--- src/ssfe_pkg.sv ---
package ssfe_pkg;

    // Display geometry and frame size
    localparam int NumDigits = 4;
    localparam int FrameMax  = NumDigits + 1;

    // Request codes
    localparam logic [2:0] ReqRaw      = 3'd0;
    localparam logic [2:0] ReqDecDigit = 3'd1;
    localparam logic [2:0] ReqHexDigit = 3'd2;
    localparam logic [2:0] ReqDecNum   = 3'd3;
    localparam logic [2:0] ReqHexNum   = 3'd4;
    localparam logic [2:0] ReqClear    = 3'd5;
    localparam logic [2:0] ReqBright   = 3'd6;

    // Frame command bytes
    localparam logic [7:0] CmdDisplay = 8'h08;
    localparam logic [7:0] CmdBright  = 8'h18;
    localparam logic [7:0] BrightBase = 8'h10;

    localparam logic [15:0] DecMax    = 16'd9999;
    localparam logic [3:0]  BrightMax = 4'd8;

    // Reciprocals for dividing a value up to 9999 by 1000, 100 and 10
    localparam logic [17:0] Recip1000 = 18'd16778;   // 2^24 / 1000, rounded up
    localparam logic [17:0] Recip100  = 18'd167773;  // 2^24 / 100, rounded up
    localparam logic [17:0] Recip10   = 18'd104858;  // 2^20 / 10, rounded up

    typedef logic [NumDigits-1:0][7:0] t_digits;

    typedef struct packed {
        logic [FrameMax-1:0][7:0] bytes;  // byte 0 goes out first
        logic [2:0]               len;    // 0 means no frame
    } t_frame;

    function automatic logic [7:0] seg_of(input logic [3:0] d);
        logic [7:0] s;
        case (d)
            4'h0: s = 8'h3F;
            4'h1: s = 8'h06;
            4'h2: s = 8'h5B;
            4'h3: s = 8'h4F;
            4'h4: s = 8'h66;
            4'h5: s = 8'h6D;
            4'h6: s = 8'h7D;
            4'h7: s = 8'h07;
            4'h8: s = 8'h7F;
            4'h9: s = 8'h6F;
            4'hA: s = 8'h77;
            4'hB: s = 8'h7C;
            4'hC: s = 8'h39;
            4'hD: s = 8'h5E;
            4'hE: s = 8'h79;
            4'hF: s = 8'h71;
            default: s = 8'h3F;
        endcase
        return s;
    endfunction

endpackage

--- src/ssfe_frame_build.sv ---
module ssfe_frame_build (
    input  logic [2:0]        i_req,
    input  logic [15:0]       i_value,
    input  logic [2:0]        i_pos,
    input  logic              i_lz,
    input  logic [13:0]       i_num,
    input  logic [3:0]        i_q1000,
    input  logic [6:0]        i_q100,
    input  logic [9:0]        i_q10,
    input  ssfe_pkg::t_digits i_digits,
    output ssfe_pkg::t_digits o_digits,
    output ssfe_pkg::t_frame  o_frame
);

    logic [6:0]       q1000_x10;
    logic [9:0]       q100_x10;
    logic [13:0]      q10_x10;
    logic [6:0]       rem2;
    logic [9:0]       rem1;
    logic [13:0]      rem0;
    logic [3:0][3:0]  dec_nib;
    logic [3:0][3:0]  hex_nib;
    logic [2:0]       dec_lead;
    logic [2:0]       hex_lead;
    ssfe_pkg::t_digits num_segs;
    logic [7:0]       pat;
    logic [3:0]       lvl;
    logic [3:0]       lvl_m1;
    logic             disp;

    // Decimal digits from the quotients: digit = q(n/w) - 10*q(n/10w)
    assign q1000_x10 = {i_q1000, 3'b000} + {2'b00, i_q1000, 1'b0};
    assign q100_x10  = {i_q100, 3'b000} + {2'b00, i_q100, 1'b0};
    assign q10_x10   = {1'b0, i_q10, 3'b000} + {3'b000, i_q10, 1'b0};
    assign rem2      = i_q100 - q1000_x10;
    assign rem1      = i_q10 - q100_x10;
    assign rem0      = i_num - q10_x10;

    assign dec_nib[0] = i_q1000;
    assign dec_nib[1] = rem2[3:0];
    assign dec_nib[2] = rem1[3:0];
    assign dec_nib[3] = rem0[3:0];

    assign hex_nib[0] = i_value[15:12];
    assign hex_nib[1] = i_value[11:8];
    assign hex_nib[2] = i_value[7:4];
    assign hex_nib[3] = i_value[3:0];

    // Number smaller than the place weight of digits 0..2
    assign dec_lead[0] = (i_num < 14'd1000);
    assign dec_lead[1] = (i_num < 14'd100);
    assign dec_lead[2] = (i_num < 14'd10);
    assign hex_lead[0] = (i_value[15:12] == 4'h0);
    assign hex_lead[1] = (i_value[15:8] == 8'h00);
    assign hex_lead[2] = (i_value[15:4] == 12'h000);

    always_comb begin
        for (int k = 0; k < ssfe_pkg::NumDigits; k++) begin
            if (i_req == ssfe_pkg::ReqHexNum) begin
                num_segs[k] = ssfe_pkg::seg_of(hex_nib[k]);
            end else begin
                num_segs[k] = ssfe_pkg::seg_of(dec_nib[k]);
            end
        end
        // Blank leading zeros; the last digit always shows
        for (int k = 0; k < ssfe_pkg::NumDigits - 1; k++) begin
            if (!i_lz && ((i_req == ssfe_pkg::ReqHexNum) ? hex_lead[k] : dec_lead[k])) begin
                num_segs[k] = 8'h00;
            end
        end
    end

    always_comb begin
        case (i_req)
            ssfe_pkg::ReqRaw:      pat = i_value[7:0];
            ssfe_pkg::ReqDecDigit: pat = ssfe_pkg::seg_of((i_value > 16'd9) ? 4'h0 : i_value[3:0]);
            ssfe_pkg::ReqHexDigit: pat = ssfe_pkg::seg_of((i_value > 16'd15) ? 4'h0 : i_value[3:0]);
            default:               pat = 8'h00;
        endcase
    end

    assign lvl    = (i_value > {12'h000, ssfe_pkg::BrightMax}) ? ssfe_pkg::BrightMax
                                                               : i_value[3:0];
    assign lvl_m1 = lvl - 4'd1;

    always_comb begin
        o_digits = i_digits;
        o_frame  = '0;
        disp     = 1'b0;
        case (i_req)
            ssfe_pkg::ReqRaw, ssfe_pkg::ReqDecDigit, ssfe_pkg::ReqHexDigit: begin
                if (!i_pos[2]) begin
                    o_digits[i_pos[1:0]] = pat;
                    disp = 1'b1;
                end
            end
            ssfe_pkg::ReqDecNum, ssfe_pkg::ReqHexNum: begin
                o_digits = num_segs;
                disp     = 1'b1;
            end
            ssfe_pkg::ReqClear: begin
                o_digits = '0;
                disp     = 1'b1;
            end
            ssfe_pkg::ReqBright: begin
                o_frame.bytes[0] = ssfe_pkg::CmdBright;
                o_frame.bytes[1] = ssfe_pkg::BrightBase
                                 | {4'h0, lvl_m1[0], lvl_m1[1], lvl_m1[2], lvl_m1[3]};
                o_frame.len      = 3'd2;
            end
            default: begin
                o_frame = '0;
            end
        endcase
        if (disp) begin
            o_frame.bytes[0] = ssfe_pkg::CmdDisplay;
            for (int k = 0; k < ssfe_pkg::NumDigits; k++) begin
                o_frame.bytes[k+1] = o_digits[k];
            end
            o_frame.len = 3'(ssfe_pkg::FrameMax);
        end
    end

endmodule

--- src/ssfe_tx_shift.sv ---
module ssfe_tx_shift (
    input  logic             i_clk,
    input  logic             i_rst_n,
    input  logic             i_load,
    input  ssfe_pkg::t_frame i_frame,
    input  logic             i_ready,
    output logic             o_valid,
    output logic [7:0]       o_tx_byte,
    output logic             o_frame_last,
    output logic             o_can_load
);

    logic [ssfe_pkg::FrameMax-1:0][7:0] r_bytes;
    logic [2:0]                         r_rem;
    logic                               take;

    assign o_valid      = (r_rem != 3'd0);
    assign o_tx_byte    = r_bytes[0];
    assign o_frame_last = (r_rem == 3'd1);
    assign take         = o_valid && i_ready;
    // Room for a new frame once the last word of this one leaves
    assign o_can_load   = !o_valid || (o_frame_last && i_ready);

    always_ff @(posedge i_clk) begin
        if (!i_rst_n) begin
            r_rem <= 3'd0;
        end else if (i_load) begin
            r_rem <= i_frame.len;
        end else if (take) begin
            r_rem <= r_rem - 3'd1;
        end
    end

    always_ff @(posedge i_clk) begin
        if (i_load) begin
            r_bytes <= i_frame.bytes;
        end else if (take) begin
            r_bytes <= {8'h00, r_bytes[ssfe_pkg::FrameMax-1:1]};
        end
    end

endmodule

--- src/seven_segment_frame_encoder_top.sv ---
// Channel  | Direction | Handshake          | Word
// request  | in        | i_valid / o_ready  | i_req_type, i_value, i_digit_pos, i_leading_zeros
// frame    | out       | o_valid / i_ready  | o_tx_byte, o_frame_last
//
// A request passes an input register, a divide-by-constant multiply stage and the
// frame builder, which loads the frame into the output shift register. When idle,
// its first word is valid once that register holds the frame.
// Display frames are 5 words long, brightness frames 2; the output shift register
// sets the sustained rate and takes the next frame as the last word of this one leaves.
// Requests that emit nothing retire in the builder stage without producing output words.
// Reset (synchronous, active low) clears the pipeline and blanks all digits.
// Stalls on i_ready hold the current word and back up through both stages.
module seven_segment_frame_encoder_top (
    input  logic        i_clk,
    input  logic        i_rst_n,
    input  logic        i_valid,
    output logic        o_ready,
    input  logic [2:0]  i_req_type,
    input  logic [15:0] i_value,
    input  logic [2:0]  i_digit_pos,
    input  logic        i_leading_zeros,
    output logic        o_valid,
    input  logic        i_ready,
    output logic [7:0]  o_tx_byte,
    output logic        o_frame_last
);

    // Stage 1: captured request
    logic        r_s1_v;
    logic [2:0]  r_s1_req;
    logic [15:0] r_s1_value;
    logic [2:0]  r_s1_pos;
    logic        r_s1_lz;

    // Stage 2: request plus quotients of the clamped decimal number
    logic        r_s2_v;
    logic [2:0]  r_s2_req;
    logic [15:0] r_s2_value;
    logic [2:0]  r_s2_pos;
    logic        r_s2_lz;
    logic [13:0] r_s2_num;
    logic [3:0]  r_s2_q1000;
    logic [6:0]  r_s2_q100;
    logic [9:0]  r_s2_q10;

    // Segment store, digit 0 is the leftmost (thousands) place
    ssfe_pkg::t_digits r_digits;
    ssfe_pkg::t_digits n_digits;
    ssfe_pkg::t_frame  frame;

    logic [13:0] num;
    logic [31:0] p1000;
    logic [31:0] p100;
    logic [31:0] p10;
    logic        can_load;
    logic        s2_emits;
    logic        s2_take;
    logic        s2_free;
    logic        s1_free;
    logic        load;

    // Handshake across the stages: advance when the next stage is free or draining
    assign s2_emits = (frame.len != 3'd0);
    assign s2_take  = r_s2_v && (!s2_emits || can_load);
    assign s2_free  = !r_s2_v || s2_take;
    assign s1_free  = !r_s1_v || s2_free;
    assign o_ready  = s1_free;
    assign load     = s2_take && s2_emits;

    always_ff @(posedge i_clk) begin
        if (!i_rst_n) begin
            r_s1_v <= 1'b0;
        end else if (s1_free) begin
            r_s1_v <= i_valid;
        end
    end

    always_ff @(posedge i_clk) begin
        if (s1_free && i_valid) begin
            r_s1_req   <= i_req_type;
            r_s1_value <= i_value;
            r_s1_pos   <= i_digit_pos;
            r_s1_lz    <= i_leading_zeros;
        end
    end

    // Clamp the decimal number, then divide by 1000, 100 and 10 through reciprocals
    assign num   = (r_s1_value > ssfe_pkg::DecMax) ? ssfe_pkg::DecMax[13:0]
                                                   : r_s1_value[13:0];
    assign p1000 = {18'h0, num} * {14'h0, ssfe_pkg::Recip1000};
    assign p100  = {18'h0, num} * {14'h0, ssfe_pkg::Recip100};
    assign p10   = {18'h0, num} * {14'h0, ssfe_pkg::Recip10};

    always_ff @(posedge i_clk) begin
        if (!i_rst_n) begin
            r_s2_v <= 1'b0;
        end else if (s2_free) begin
            r_s2_v <= r_s1_v;
        end
    end

    always_ff @(posedge i_clk) begin
        if (s2_free && r_s1_v) begin
            r_s2_req   <= r_s1_req;
            r_s2_value <= r_s1_value;
            r_s2_pos   <= r_s1_pos;
            r_s2_lz    <= r_s1_lz;
            r_s2_num   <= num;
            r_s2_q1000 <= p1000[27:24];
            r_s2_q100  <= p100[30:24];
            r_s2_q10   <= p10[29:20];
        end
    end

    ssfe_frame_build u_build (
        .i_req    (r_s2_req),
        .i_value  (r_s2_value),
        .i_pos    (r_s2_pos),
        .i_lz     (r_s2_lz),
        .i_num    (r_s2_num),
        .i_q1000  (r_s2_q1000),
        .i_q100   (r_s2_q100),
        .i_q10    (r_s2_q10),
        .i_digits (r_digits),
        .o_digits (n_digits),
        .o_frame  (frame)
    );

    // Commit the store as the request leaves the builder; dropped requests change nothing
    always_ff @(posedge i_clk) begin
        if (!i_rst_n) begin
            r_digits <= '0;
        end else if (s2_take) begin
            r_digits <= n_digits;
        end
    end

    ssfe_tx_shift u_tx (
        .i_clk        (i_clk),
        .i_rst_n      (i_rst_n),
        .i_load       (load),
        .i_frame      (frame),
        .i_ready      (i_ready),
        .o_valid      (o_valid),
        .o_tx_byte    (o_tx_byte),
        .o_frame_last (o_frame_last),
        .o_can_load   (can_load)
    );

endmodule

--- config.mk ---
export PLATFORM = sky130hd
export DESIGN_NAME = seven_segment_frame_encoder_top
export DESIGN_NICKNAME = d
export VERILOG_FILES = /design/src/ssfe_pkg.sv /design/src/ssfe_frame_build.sv /design/src/ssfe_tx_shift.sv /design/src/seven_segment_frame_encoder_top.sv
export SDC_FILE = /design/constraint.sdc
export NUM_CORES = 1
export LEC_CHECK = 0
export ABC_AREA = 1
export BUFFER_PORTS_ARGS = -buffer_cell sky130_fd_sc_hd__buf_2
export CORE_ASPECT_RATIO = 0.8
export CORE_MARGIN = 5
export CORE_UTILIZATION = 65
export DETAILED_ROUTE_END_ITERATION = 6
export GPL_TIMING_DRIVEN = 0
export HOLD_SLACK_MARGIN = 0.08
export PLACE_DENSITY = 0.93
export SLEW_MARGIN = 20
export SYNTH_ARGS = -nofsm -noshare
export SYNTH_HDL_FRONTEND = slang
export SYNTH_SLANG_ARGS = --single-unit
--- constraint.sdc ---
create_clock -name i_clk -period 8.3 [get_ports i_clk]
set_input_delay 1.245 -clock i_clk [delete_from_list [all_inputs] [get_ports i_clk]]
set_output_delay 1.245 -clock i_clk [all_outputs]
set_load 0.01 [all_outputs]
==> impl_metrics.toml <==
[grt]
grt_pass1_wl_mm = 84.2
grt_antenna_before_repair = 1
grtUsageTotal_pct = 32.0
overflow = 0
grt_max_degree = 59
grt_pass1_vias = 16600

[floorplan]
chipWidth_um = 203
core_um2 = 29300
core.rowCount = 56
io_pins = 38
dieArea_um2 = 33300
die_h_um = 164
initial_utilization_pct = 65.9

[finish]
n_fill_cell = 2126
antenna_cells = 0
fin_util_pct = 70.4
nets = 2902
layout-drive-gt1-share_pct = 5.83
multiInputGateArea_um2 = 12500
layout_commonest_cell = "inv_1"
area_delta_synth_final_pct = 6.84
register_area_um2 = 4800
stdcell_count = 2811
layout.cells.most_common_list = "inv_1, nand2_1, ha_1, nor2_1, fa_1"

[clock_tree]
htree_levels = 4
cts_max_path_buffers = 2
clkSlewWorstSetupHoldPaths_ns = 0.07
post_cts_buffers = 0
clkSinkCount = 184
numCtsBuffers = 17
root_buffer = "clkbuf_16"
cts_tree = "done"
clkLatencyLatePin_ns = 0.44

[synth]
synth_edf_count = 112
muxShareOfSynthArea_pct = 0
synth_adder_area_share_pct = 35.2
synth_area_leader_cell = "ha_1"
syn_area_um2 = 19300
syn_area_per_cell_um2 = 8.18
synthFlopType = "edfxtp_1"
synth_top_area_share_pct = 19.8
synth_cell_types = 48
synth_simple_gate_area_share_pct = 16.9
ys_async_sr_fraction_pct = 0
yosys_register_bits = 184
yosys_warnings = 0
synth_top_family_by_area = "adder cells"
syn_inst = 2359
yosysSeqAreaShare_pct = 24.9
synth_compound_area_share_pct = 11.1
synthTopCellsByArea = "ha_1, edfxtp_1, fa_1, inv_1, nand2_1"
synth-xor-area-share_pct = 1.45

[critical_path]
required_ns = 8.47
cpPeakStageDelay_ns = 0.63
cp_top_family = "adder cells"
slowest_stage = "ha_1"
path_depth = 23
endpoint_kind = "flop"
crit_top_cell = "inv_1"
worstPathMaxFanout = 10
worst-endpoint-arrival_ns = 8.10
start_kind = "flop"
crit_chain = "inv_2, nand2_1, a21oi_1, nand2_1, clkbuf_1, nor2_1, inv_1, ha_1, inv_1, fa_1, fa_1, inv_1, fa_1, inv_1, fa_1, inv_1, ha_1, ha_1, nand3_1, nor3_1, nand4_1, o21ai_0, xor2_1"
crit_buf_inv = 7
path_class = "reg -> reg"
reg2reg_depth = 23

[detailed_routing]
wl_per_cell_um = 18.8
vias = 16900
drtPass1Iterations = 6
dr.first_iter.drc_count = 2201
drc = 0
wirelength_mm = 52.9
via_per_inst = 6.01
ant_nets = 0

[run]
max_cap_violations = 0

[power_and_ir_drop]
p_seq_share_pct = 22.6
p_leak_nw = 10.4
switching_power_mw = 2.64
comb_power_share_pct = 62.6
ir_drop_mv = 0.232
power.internal_mw = 2.93
p_clk_share_pct = 14.8
power.share.switching_pct = 47.4
powerDensity_nw_per_um2 = 270
totalPowerFinal_mw = 5.57

[placed_design]
gp_congestion = 1.04
dp_cells = 2779
numPortBuffers = 37
dp_hpwl_mm = 42.8

[status]
status = "completed"

[sta]
finClkSkew_ns = 0.0134
maxSlewViolCount = 0
fmax_mhz = 126
tightest_slew_ns = 0.975
period_minus_slack_ns = 7.93
hold_viol_final = 0
fin_crit_sh_pct = 95.5
final-setup-viol-count = 0
rsz0062_at_grt = "no"
finalSetupTns_ns = 0
slew_headroom_pct = 34.3
fin_hold_ws_ns = 0.425

[hold_path]
hold_path_class = "reg -> reg"
holdPathStages = 0
==> layout make-up <==
class	instances	share of cell area, %
inverters	485	8.83
repair buffers	40	1.14
clock buffers	21	2.14
flip-flops and latches	184	23.3
multi-input cells	1650	60.6
plain buffers	43	1.04
well taps	377	2.29
clock inverters	11	0.679
==> worst paths after layout <==
check	start	to	slack, ns
worst max-delay path	r_s1_value[11]$_DFFE_PP_	r_s2_q100[0]$_DFFE_PP_	0.37
worst min-delay path	r_s1_pos[1]$_DFFE_PP_	r_s2_pos[1]$_DFFE_PP_	0.42
worst max register to register	r_s1_value[11]$_DFFE_PP_	r_s2_q100[0]$_DFFE_PP_	0.37
worst min register to register	r_s1_pos[1]$_DFFE_PP_	r_s2_pos[1]$_DFFE_PP_	0.42
==> per-stage QoR <==
stage                     area [um2]  worst slack [ns]
after CTS                      20600             0.361
after global placement         20000             0.506
final                          20600             0.370
after global routing           20600             0.167
after detailed placement       20000             0.397
after floorplan                19300              2.07
==> cells by family (layout without fill, tap and decap cells) <==
group	after synthesis	after routing
other	1	4
buffers and inverters	528	600
AO/OA/AOI/OAI	376	376
AND/OR/NAND/NOR	784	784
adder cells (fa/ha/maj)	454	454
XOR/XNOR	32	32
flip-flops	184	184
==> per-layer routing <==
layer  GRT usage (%)  part of all wire [%]  vias up
met5               0                 0.025        -
met3            9.24                    14      158
met1            44.7                    41     7936
met2            49.5                    43     1116
li1                -                     -     7689
met4            8.57                   2.9        2
==> Yosys cell counts (2+ instances only) <==
cell      number
o21ai_1        9
fa_1         148
nand2_1      457
o21ai_4        3
o22ai_1        9
nor3_1        13
ha_1         306
a211oi_1      10
or2_0          2
nand4_1       16
a31oi_1       10
nor4_1         4
edfxtp_1     112
a21oi_1      141
a21o_1         8
o21bai_1      12
dfxtp_1       72
nand3_1       96
o21a_1         6
nor2_1       160
nand3b_1       6
xor2_1        23
o21ai_0      131
a22oi_1        3
nand3_2        3
clkbuf_1      23
or2_2         15
xnor2_1        9
inv_1        473
nand2_2        6
buf_4          9
o211ai_1      22
inv_2         12
buf_1          3
buf_2          7
o21ai_2        8
==> timing repair <==
action	CTS	global route
endpoints found under the setup margin	0	2
gates resized for setup	0	3
hold buffers	0	0
==> power groups by stage <==
stage,Combinational [mW],Clock [mW],Sequential (mW)
floorplan,2.53,0,1.25
global placement,3.19,0,1.27
detailed placement,3.37,0,1.27
CTS,3.41,0.818,1.26
global route,3.96,0.861,1.27
finish,3.49,0.825,1.26
No activity file was read; power rests on OpenSTA's default activity.
